`config.mk`:
```
export PLATFORM = sky130hd
export DESIGN_NAME = jlmp_ctrl
export DESIGN_NICKNAME = d
export VERILOG_FILES = /design/src/hw/rtl/jlmp_pkg.sv /design/src/hw/rtl/jlmp_ctrl.sv
export SDC_FILE = /design/constraint.sdc
export NUM_CORES = 1
export LEC_CHECK = 0
export BUFFER_PORTS_ARGS = -buffer_cell sky130_fd_sc_hd__buf_2
export CAP_MARGIN = 20
export CORE_AREA = 2 2 39 41
export DETAILED_ROUTE_END_ITERATION = 7
export DIE_AREA = 0 0 41 43
export HOLD_SLACK_MARGIN = 0.06
export SLEW_MARGIN = 10
export SYNTH_ARGS = -nofsm -noshare
export SYNTH_HDL_FRONTEND = slang
export SYNTH_SLANG_ARGS = --single-unit
```
`constraint.sdc`:
```
create_clock -name clock -period 0.9 [get_ports clock]
set_input_delay 0 -clock clock [delete_from_list [all_inputs] [get_ports clock]]
set_output_delay 0 -clock clock [all_outputs]
set_load 0.02 [all_outputs]
```
`src/hw/rtl/jlmp_pkg.sv`:
```
// Package for the jerk-limited motion profile unit: widths, config indexes,
// controller states and the command/status structs. No dependencies.
package jlmp_pkg;

   localparam int unsigned POS_W = 32;
   localparam int unsigned VEL_W = 16;
   localparam int unsigned LIM_W = 15;
   localparam int unsigned JRK_W = 7;
   localparam int unsigned CSR_ADDR_W = 3;
   localparam int unsigned CSR_DATA_W = 32;
   localparam int unsigned DIV_W = 32;
   localparam int unsigned DIVQ_W = DIV_W;
   localparam int unsigned DIVCNT_W = $clog2(DIV_W + 1);

   localparam logic [CSR_ADDR_W-1:0] REG_TARGET = 3'd0;
   localparam logic [CSR_ADDR_W-1:0] REG_VMAX   = 3'd1;
   localparam logic [CSR_ADDR_W-1:0] REG_VMIN   = 3'd2;
   localparam logic [CSR_ADDR_W-1:0] REG_ALIM   = 3'd3;
   localparam logic [CSR_ADDR_W-1:0] REG_JERK   = 3'd4;

   typedef enum logic [3:0] {
      ST_IDLE,
      ST_PREP,
      ST_DIV1_START,
      ST_DIV1_WAIT,
      ST_DIV2_START,
      ST_DIV2_WAIT,
      ST_DIV3_START,
      ST_DIV3_WAIT,
      ST_ACC,
      ST_VEL,
      ST_POS,
      ST_OUT
   } state_type;

   typedef enum logic [1:0] {
      DSEL_BRAKE1,
      DSEL_BRAKE2,
      DSEL_PIVOT
   } dsel_type;

   typedef struct packed {
      logic     load;
      logic     prep;
      logic     div_start;
      dsel_type div_sel;
      logic     acc_step;
      logic     vel_step;
      logic     pos_step;
   } ctrl_type;

   typedef struct packed {
      logic div_done;
   } stat_type;

endpackage

```
`src/hw/rtl/jlmp_ctrl.sv`:
```
// Controller FSM for the motion profile unit: sequences the three divisions
// and the state updates for one tick. Depends on jlmp_pkg.
module jlmp_ctrl (
   input  logic                 clock,
   input  logic                 reset,
   input  logic                 req_tvalid,
   output logic                 req_tready,
   output logic                 rsp_tvalid,
   input  logic                 rsp_tready,
   output jlmp_pkg::ctrl_type   ctrl,
   input  jlmp_pkg::stat_type   stat
);

   jlmp_pkg::state_type state_ff, state_in;
   logic rsp_valid_ff, rsp_valid_in;

   always_ff @(posedge clock) begin
      if (reset) begin
         state_ff     <= jlmp_pkg::ST_IDLE;
         rsp_valid_ff <= 1'b0;
      end else begin
         state_ff     <= state_in;
         rsp_valid_ff <= rsp_valid_in;
      end
   end

   always_comb begin
      state_in = state_ff;
      case (state_ff)
         jlmp_pkg::ST_IDLE:       if (req_tvalid) state_in = jlmp_pkg::ST_PREP;
         jlmp_pkg::ST_PREP:       state_in = jlmp_pkg::ST_DIV1_START;
         jlmp_pkg::ST_DIV1_START: state_in = jlmp_pkg::ST_DIV1_WAIT;
         jlmp_pkg::ST_DIV1_WAIT:  if (stat.div_done) state_in = jlmp_pkg::ST_DIV2_START;
         jlmp_pkg::ST_DIV2_START: state_in = jlmp_pkg::ST_DIV2_WAIT;
         jlmp_pkg::ST_DIV2_WAIT:  if (stat.div_done) state_in = jlmp_pkg::ST_DIV3_START;
         jlmp_pkg::ST_DIV3_START: state_in = jlmp_pkg::ST_DIV3_WAIT;
         jlmp_pkg::ST_DIV3_WAIT:  if (stat.div_done) state_in = jlmp_pkg::ST_ACC;
         jlmp_pkg::ST_ACC:        state_in = jlmp_pkg::ST_VEL;
         jlmp_pkg::ST_VEL:        state_in = jlmp_pkg::ST_POS;
         jlmp_pkg::ST_POS:        if (!rsp_valid_ff || rsp_tready) state_in = jlmp_pkg::ST_OUT;
         jlmp_pkg::ST_OUT:        state_in = jlmp_pkg::ST_IDLE;
         default:                 state_in = jlmp_pkg::ST_IDLE;
      endcase
   end

   always_comb begin
      ctrl           = '0;
      ctrl.div_sel   = jlmp_pkg::DSEL_BRAKE1;
      req_tready     = 1'b0;
      rsp_valid_in   = rsp_valid_ff && !rsp_tready;
      case (state_ff)
         jlmp_pkg::ST_IDLE: begin
            req_tready = 1'b1;
            ctrl.load  = req_tvalid;
         end
         jlmp_pkg::ST_PREP:       ctrl.prep = 1'b1;
         jlmp_pkg::ST_DIV1_START: begin
            ctrl.div_start = 1'b1;
            ctrl.div_sel   = jlmp_pkg::DSEL_BRAKE1;
         end
         jlmp_pkg::ST_DIV1_WAIT:  ctrl.div_sel = jlmp_pkg::DSEL_BRAKE1;
         jlmp_pkg::ST_DIV2_START: begin
            ctrl.div_start = 1'b1;
            ctrl.div_sel   = jlmp_pkg::DSEL_BRAKE2;
         end
         jlmp_pkg::ST_DIV2_WAIT:  ctrl.div_sel = jlmp_pkg::DSEL_BRAKE2;
         jlmp_pkg::ST_DIV3_START: begin
            ctrl.div_start = 1'b1;
            ctrl.div_sel   = jlmp_pkg::DSEL_PIVOT;
         end
         jlmp_pkg::ST_DIV3_WAIT:  ctrl.div_sel = jlmp_pkg::DSEL_PIVOT;
         jlmp_pkg::ST_ACC:        ctrl.acc_step = 1'b1;
         jlmp_pkg::ST_VEL:        ctrl.vel_step = 1'b1;
         jlmp_pkg::ST_POS:        ctrl.pos_step = !rsp_valid_ff || rsp_tready;
         jlmp_pkg::ST_OUT:        rsp_valid_in = 1'b1;
         default: ;
      endcase
   end

   assign rsp_tvalid = rsp_valid_ff;

endmodule

```
==> impl_metrics.env, run 1 <==
export IMPL_outcome="complete, but fails checks"
export IMPL_violations="negative setup slack"
export IMPL_p_total_mw=0.9697
export IMPL_vdd_ir_drop_max_mv=0.5719
export IMPL_wl_per_cell_um=14.50
export IMPL_layout_nets=102
export IMPL_critPathLaunchType="flip-flop"
export IMPL_syn_nets=55
export IMPL_fillCellCount=92
export IMPL_netlist_area_um2=421.7
export IMPL_cp_data_arrival_time_ps=1300
export IMPL_gp_congestion=0.7707
export IMPL_die_y_um=43
export IMPL_rsz0062_at_grt="true"
export IMPL_final_antenna_net_count=0
export IMPL_drv_cap=0
export IMPL_antenna_found_initial=0
export IMPL_leakage_nw=0.4156
export IMPL_cts_buffers=3
export IMPL_worst_clock_skew_ps=9.637
export IMPL_ys_top_cells_by_area="dfxtp_1, a21oi_1, nor3_2, nor4_2, buf_6"
export IMPL_drc=0
export IMPL_timing_hold_ws_ps=121.9
export IMPL_hp_class="in -> reg"
export IMPL_synthTopCellsByCount="a21oi_1, nor2_1, dfxtp_1"
export IMPL_finalNonFillerCells=112
export IMPL_crit_fanout=5
export IMPL_drv_slew=0
export IMPL_firstDrtPassIters=4
export IMPL_setup_slack_ps=-398.2
export IMPL_endpoint_kind="primary output"
export IMPL_die_area_um2=1763
export IMPL_cts_tree="done"
export IMPL_finalSetupViolCount=14
export IMPL_wl_um=1624
export IMPL_clk_pin_slew_ps=50
export IMPL_finalCriticalPeriod_ps=1298
export IMPL_ys_seq_elements=5
export IMPL_tns_ps=-4097
export IMPL_synth_ff_type="dfxtp_1"
export IMPL_drive_gt1_frac=0.7813
export IMPL_syn_to_final_growth_pct=134.4
export IMPL_p_per_area_nw_per_um2=981.0
export IMPL_die_w_um=41
export IMPL_avgSynthCellArea_um2=8.433
export IMPL_dp_cells=93
export IMPL_utilization=0.7143
export IMPL_grt_pass1_vias=541
export IMPL_netlist_area_leader_share=0.2374
export IMPL_num_io_pins=15
export IMPL_worst_pin_slew_ps=217.3
export IMPL_synthCells=50
export IMPL_synth_largest_area_cell="dfxtp_1"
export IMPL_place_hpwl_um=838
export IMPL_cts_root_buf="clkbuf_4"
export IMPL_crit_required_ps=900
export IMPL_clockBufferDepth=2
export IMPL_ys_warn_count=0
export IMPL_design_area_um2=988.4
export IMPL_crit_type="reg -> out"
export IMPL_place_area_um2=654.4
export IMPL_diodes=0
export IMPL_initial_core_util=0.3047
export IMPL_ys_seq_area_frac=0.2374
export IMPL_drt_iter0_markers=14
export IMPL_slew_headroom=0.8539
export IMPL_clock_fmax_mhz=770.3
export IMPL_period_share=1.442
export IMPL_ys_types=25
export IMPL_pre_cts_ws_ps=-202.4
export IMPL_insertion_delay_ps=260
export IMPL_synth_edf_count=0
export IMPL_h_tree_depth=1
export IMPL_grt_use_total=0.1886
export IMPL_clock_sinks=5
export IMPL_async_reset_ff_frac=0
export IMPL_rows=14
export IMPL_overflow=0
export IMPL_grt_pass1_wl_um=2221
export IMPL_vias=548
export IMPL_vias_per_cell=4.893
export IMPL_grt_max_degree=9
export IMPL_final_hold_viol_count=0
export IMPL_core_area_um2=1384
export IMPL_portBuffers=14
## timing repair
action,4_1_cts,5_1_grt
gates resized for setup,35,12
pin swaps,9,7
endpoints found under the hold margin,5,0
hold buffers,1,0
endpoints found under the setup margin,14,14
buffers inserted,8,6
## worst max-delay path: stages, from the launching register on
cell and delay, ps:
dfxtp_4 370, buf_6 120, nor4_4 270, and2_4 180, buf_6 100
## report_power, final
group          switching (mW)  total [mW]  internal, mW
combinational           0.189       0.451         0.262
sequential             0.0185       0.245         0.227
clock                   0.105       0.274         0.169
total                   0.313       0.970         0.657
## placed cells by master (no fill, tap or decap), types with 2 or more instances in the layout
master	count
buf_2	6
a21oi_1	5
nor2_1	5
buf_12	2
buf_4	18
o21ai_0	2
and2_4	2
nor3_2	5
dfxtp_4	4
nor2_4	2
nand2b_4	3
clkbuf_4	3
buf_6	19
## sequential cells by signal, summed over array words and instances, names as in the netlist
signal / cells
state_ff: 4
rsp_tvalid: 1
## worst paths after layout
kind / start / end / slack (ps) / cells after the start
hold reg to reg: rsp_tvalid / rsp_tvalid / 570 / 2
setup / recovery: state_ff[1] / ctrl[7] / -400 / 4
setup reg to reg: state_ff[1] / state_ff[0] / -380 / 6
hold / removal: rsp_tready / rsp_tvalid / 120 / 3
## cell families (layout without fill, tap and decap cells)
kind of cell | after synthesis | in the layout | share of synthesized area
compound gates | 10 | 10 | 0.1247
xor+xnor | 1 | 1 | 0.02078
buf+inv | 4 | 50 | 0.08308
flops | 5 | 5 | 0.2374
mux | 1 | 1 | 0.02374
simple gates | 29 | 29 | 0.5104
## layer usage
metal	wire [um]	vias to the layer above	global-route usage	share of wire
met4	22	0	0.1200	0.014
met3	31	2	0.03141	0.019
met5	0	-	0	0
met2	856	11	0.3156	0.53
met1	713	263	0.2019	0.44
li1	-	272	-	-
## final cells by class
class,count,area (um2),area share
repair buffers,46,429.2,0.4342
multi-input cells,41,397.9,0.4025
flip-flops and latches,5,115.1,0.1165
clock buffers,4,26.28,0.02658
well taps,16,20.02,0.02025
No activity file was read; power rests on OpenSTA's default activity.
==> run 2: changes to the inputs <==
--- a/config.mk
+++ b/config.mk
@@ -7,5 +7,4 @@
 export LEC_CHECK = 0
 export BUFFER_PORTS_ARGS = -buffer_cell sky130_fd_sc_hd__buf_2
-export CAP_MARGIN = 20
 export CORE_AREA = 2 2 39 41
 export DETAILED_ROUTE_END_ITERATION = 7
==> constraint.sdc (replaced) <==
create_clock -name clock -period 0.9 [get_ports clock]
set_input_delay 0.045 -clock clock [delete_from_list [all_inputs] [get_ports clock]]
set_output_delay 0.045 -clock clock [all_outputs]
set_load 0.02 [all_outputs]
==> run 2 against run 1 <==
Net effect:
- the run still ends with negative setup slack left
- register-to-register slack is essentially flat
- via count shrank 9.5%
- critical path depth is the same
- highest routed layer unchanged
==> impl_metrics.env, run 2 (synthesis gave the netlist of run 1 again) <==
export IMPL_slowest_stage="dfxtp_2"
export IMPL_vias_per_cell=5.010
export IMPL_largest_reg_flops=4
export IMPL_slowest_delay_ps=320
export IMPL_wl_um=1294
export IMPL_r2r_end="state_ff[1]"
export IMPL_endpoint_kind="primary output"
export IMPL_crit_top_cell="buf_6"
export IMPL_grt_max_degree=8
export IMPL_gp_congestion=0.7602
export IMPL_syn_to_final_growth_pct=105.3
export IMPL_die_w_um=41
export IMPL_hp_start="rsp_tready"
export IMPL_vias=496
export IMPL_drt_met1_wl_um=534
export IMPL_place_area_um2=631.9
export IMPL_drv_cap=0
export IMPL_whs_path_depth=3
export IMPL_design_area_um2=865.8
export IMPL_cts_tree="done"
export IMPL_crit_required_ps=850
export IMPL_wl_per_cell_um=13.07
export IMPL_reg2reg_from="state_ff[2]"
export IMPL_drc=0
export IMPL_insertion_delay_ps=240
export IMPL_slew_headroom=0.8460
export IMPL_h_tree_depth=1
export IMPL_period_share=1.427
export IMPL_rows=14
export IMPL_p_total_mw=0.8378
export IMPL_final_antenna_net_count=0
export IMPL_portBuffers=14
export IMPL_diodes=0
export IMPL_finalSetupViolCount=13
export IMPL_crit_family="simple AND/OR/NAND/NOR gates"
export IMPL_final_cell_mix="buf_6, buf_4, buf_2"
export IMPL_vdd_ir_drop_max_mv=0.5211
export IMPL_dr_wl_met2_um=703
export IMPL_cts_root_buf="clkbuf_4"
export IMPL_r2r_slack_ps=-370
export IMPL_grt_pass1_vias=459
export IMPL_cp_startpoint="state_ff[2]"
export IMPL_timing_hold_ws_ps=113.5
export IMPL_drt_iter0_markers=7
export IMPL_utilization=0.6257
export IMPL_hp_class="in -> reg"
export IMPL_grt_pass1_wl_um=1952
export IMPL_die_y_um=43
export IMPL_finalNonFillerCells=99
export IMPL_worst_clock_skew_ps=1.525
export IMPL_pre_cts_ws_ps=-192.9
export IMPL_cts_buffers=3
export IMPL_min_to="rsp_tvalid"
export IMPL_leakage_nw=0.3672
export IMPL_finalCriticalPeriod_ps=1284
export IMPL_setup_slack_ps=-383.9
export IMPL_tns_ps=-3612
export IMPL_drive_gt1_frac=0.7711
export IMPL_critPathLaunchType="flip-flop"
export IMPL_initial_core_util=0.3047
export IMPL_cp_cell_sequence="buf_6 -> nor4_4 -> and2_4 -> buf_6"
export IMPL_clock_sinks=5
export IMPL_clock_fmax_mhz=778.9
export IMPL_num_io_pins=15
export IMPL_violations="negative setup slack"
export IMPL_core_area_um2=1384
export IMPL_dp_cells=88
export IMPL_p_per_area_nw_per_um2=967.6
export IMPL_rsz0062_at_grt="true"
export IMPL_grt_use_total=0.1677
export IMPL_die_area_um2=1763
export IMPL_wl_met3_um=34
export IMPL_clk_pin_slew_ps=40
export IMPL_maxUsedRoutingLayer="met4"
export IMPL_place_hpwl_um=778.1
export IMPL_firstDrtPassIters=4
export IMPL_antenna_found_initial=0
export IMPL_cp_data_arrival_time_ps=1240
export IMPL_final_common_cell="buf_6"
export IMPL_fillCellCount=104
export IMPL_crit_type="reg -> out"
export IMPL_path_buf_inv=2
export IMPL_drv_slew=0
export IMPL_outcome="complete, but fails checks"
export IMPL_crit_fanout=4
export IMPL_clockBufferDepth=2
export IMPL_overflow=0
export IMPL_final_hold_viol_count=0
export IMPL_layout_nets=89
export IMPL_reg2reg_depth=6
export IMPL_regMostFlops="state_ff"
export IMPL_worst_pin_slew_ps=229.1
## run 2: cell count changes in the layout (fill, tap and decap cells not counted)
cell	previous run	this run
a21oi_2	0	1
nand2b_4	3	4
a31oi_2	0	1
dfxtp_1	1	0
nor3_2	5	3
buf_6	19	15
a31oi_4	1	0
dfxtp_4	4	3
nor3_4	1	3
dfxtp_2	0	2
a21oi_4	1	0
buf_12	2	1
buf_4	18	10
nand2b_1	1	0
## run 2: worst min-delay path, stage by stage
cell and delay, ps:
buf_2 80, nand2b_4 140, a21oi_2 50
## run 2: worst max-delay path by stage
stage,endpoint,slack (ps),depth (start not counted)
6_report,ctrl[7],-380,4
4_1_cts,ctrl[7],-390,4
3_5_place_dp,state_ff[1],-190,5
3_3_place_gp,state_ff[0],-170,6
2_1_floorplan,ctrl[7],-260,3
5_1_grt,ctrl[7],-460,4
## run 2: report_power, final
group | switching, mW | total, mW | leakage, nW | internal (mW)
Sequential | 0.0227 | 0.252 | 0.0438 | 0.230
Clock | 0.0921 | 0.260 | 0.0150 | 0.168
Combinational | 0.152 | 0.326 | 0.308 | 0.174
Total | 0.267 | 0.838 | 0.367 | 0.571
## run 2: repair_timing
item | CTS | global route
setup endpoints to repair | 13 | 14
resized for setup | 35 | 7
endpoints found under the hold margin | 5 | 0
hold buffers | 1 | 0
pin swaps | 8 | 5
setup buffers | 2 | 4
## run 2: area by class of cell
type	count	area (um2)	share of cell area
multi-input cells	41	401.6	0.4639
clock buffers	4	26.28	0.03035
repair buffers	33	304.0	0.3512
well taps	16	20.02	0.02312
flip-flops and latches	5	113.9	0.1315
## run 2: routing by layer
metal  vias up  track usage
met5         -            0
met4         0       0.1400
met3         2      0.03141
met2        11       0.2344
met1       236       0.2090
li1        247            -
==> run 3: changes to the inputs <==
- CORE_AREA: 2 2 39 41 -> 5 5 42 44
- DIE_AREA: 0 0 41 43 -> 0 0 47 49
==> run 3 against run 2 <==
Net effect:
- final cell count rose by 3.0%
- sequential power fell by 2%
- maximum frequency fell by 1.0%
- clock skew rose by 16 ps
- clock power rose by 5%
- the run still ends with negative setup slack left
- cell area rose by 2.2%
- die area rose by 31%
- setup slack got worse by 13 ps
- register-to-register slack improved by 70 ps
==> impl_metrics.env, run 3 (synthesis gave the netlist of run 1 again) <==
export IMPL_outcome="complete, but fails checks"
export IMPL_violations="negative setup slack"
export IMPL_vias_per_cell=4.961
export IMPL_setup_slack_ps=-397.2
export IMPL_place_hpwl_um=906
export IMPL_clk_pin_slew_ps=60
export IMPL_initial_core_util=0.3009
export IMPL_drive_gt1_frac=0.7326
export IMPL_h_tree_depth=1
export IMPL_drc=0
export IMPL_antenna_found_initial=0
export IMPL_seq_area_um2=112.6
export IMPL_critPathLaunchType="flip-flop"
export IMPL_rows=14
export IMPL_seqPwrFrac=0.281
export IMPL_portBuffers=14
export IMPL_rsz0062_at_grt="true"
export IMPL_power_switching_mw=0.2908
export IMPL_regMostFlops="state_ff"
export IMPL_final_antenna_net_count=0
export IMPL_final_hold_viol_count=0
export IMPL_layout_nets=92
export IMPL_drv_cap=0
export IMPL_die_y_um=49
export IMPL_cp_data_arrival_time_ps=1250
export IMPL_slew_headroom=0.8615
export IMPL_grt_pass1_wl_um=2497
export IMPL_met3_usage=0.04797
export IMPL_drv_slew=0
export IMPL_clock_sinks=5
export IMPL_clockBufferDepth=2
export IMPL_wl_per_cell_um=14.03
export IMPL_grt_use_met2=0.2330
export IMPL_worst_clock_skew_ps=17.73
export IMPL_gp_congestion=0.7726
export IMPL_final_common_cell="buf_6"
export IMPL_clock_fmax_mhz=770.9
export IMPL_utilization=0.6313
export IMPL_cts_tree="done"
export IMPL_wl_um=1431
export IMPL_fillCellCount=112
export IMPL_finalCriticalPeriod_ps=1297
export IMPL_die_w_um=47
export IMPL_vdd_ir_drop_max_mv=1.226
export IMPL_final_cell_mix="buf_6, buf_4, a21oi_1, buf_2, nor2_1"
export IMPL_diodes=0
export IMPL_period_share=1.441
export IMPL_p_per_area_nw_per_um2=999.5
export IMPL_cts_buffers=3
export IMPL_worst_pin_slew_ps=203.7
export IMPL_p_clk_frac=0.309
export IMPL_grt_max_degree=12
export IMPL_firstDrtPassIters=3
export IMPL_syn_to_final_growth_pct=109.8
export IMPL_combPwrFrac=0.410
export IMPL_grt_busiest_layer="met2"
export IMPL_crit_required_ps=850
export IMPL_num_io_pins=15
export IMPL_use_met1=0.1844
export IMPL_core_area_um2=1401
export IMPL_cts_root_buf="clkbuf_4"
export IMPL_finalSetupViolCount=14
export IMPL_leakage_nw=0.3556
export IMPL_die_area_um2=2303
export IMPL_crit_fanout=3
export IMPL_intPower_mw=0.5933
export IMPL_overflow=0
export IMPL_hp_class="in -> reg"
export IMPL_drt_iter0_markers=6
export IMPL_largest_reg_flops=4
export IMPL_timing_hold_ws_ps=180.9
export IMPL_p_total_mw=0.8842
export IMPL_insertion_delay_ps=250
export IMPL_crit_type="reg -> out"
export IMPL_grt_pass1_vias=536
export IMPL_tns_ps=-3763
export IMPL_vias=506
export IMPL_multi_input_area_um2=392.9
export IMPL_grt_use_total=0.1449
export IMPL_design_area_um2=884.6
export IMPL_endpoint_kind="primary output"
export IMPL_place_area_um2=634.4
export IMPL_swShare=0.3289
-- run 3: cell types whose count changed in the layout (fill, tap and decap cells not counted), sizes merged --
cell | before | now
buf | 32 | 35
-- run 3: power by group through the flow --
| stage | Sequential (mW) | Combinational (mW) | Clock, mW |
|---|---|---|---|
| 6_report | 0.248 | 0.363 | 0.273 |
| 5_1_grt | 0.249 | 0.390 | 0.302 |
| 4_1_cts | 0.251 | 0.317 | 0.278 |
| 3_5_place_dp | 0.265 | 0.227 | 0 |
| 3_3_place_gp | 0.265 | 0.224 | 0 |
| 2_1_floorplan | 0.250 | 0.160 | 0 |
-- run 3: through the flow --
stage	setup WS, ps	instances
6_report	-397.2	102
5_1_grt	-474.8	102
4_1_cts	-427.5	100
3_5_place_dp	-232.8	90
3_3_place_gp	-165.4	90
2_1_floorplan	-261.9	50
-- run 3: worst paths after layout --
| path | to | start | depth (start not counted) | slack [ps] |
|---|---|---|---|---|
| setup / recovery | ctrl[7] | state_ff[2] | 4 | -400 |
| hold / removal | rsp_tvalid | rsp_tready | 3 | 180 |
| setup reg to reg | state_ff[1] | state_ff[1] | 5 | -300 |
| hold reg to reg | rsp_tvalid | rsp_tvalid | 2 | 570 |
-- run 3: timing repair --
action / 4_1_cts / 5_1_grt
pin swaps: 7 / 9
endpoints found under the hold margin: 5 / 0
hold buffers: 1 / 0
resized for setup: 34 / 11
buffers inserted: 5 / 3
gates cloned: 0 / 0
endpoints found under the setup margin: 14 / 14
-- run 3: critical path, stage by stage (launching register included) --
cell	delay [ps]
dfxtp_2	330
buf_6	120
nor4_4	260
and2_4	170
buf_6	110
-- run 3: final cells by class --
class	count	share of cell area
tap	16	0.02263
timing repair buffer	36	0.3762
multi-input combinational	41	0.4441
clock buffer	4	0.02970
sequential	5	0.1273
-- run 3: routing by layer --
layer | up-vias | share of wire
met4 | 0 | 0
met1 | 244 | 0.44
met2 | 10 | 0.51
met5 | - | 0
li1 | 252 | -
met3 | 0 | 0.042
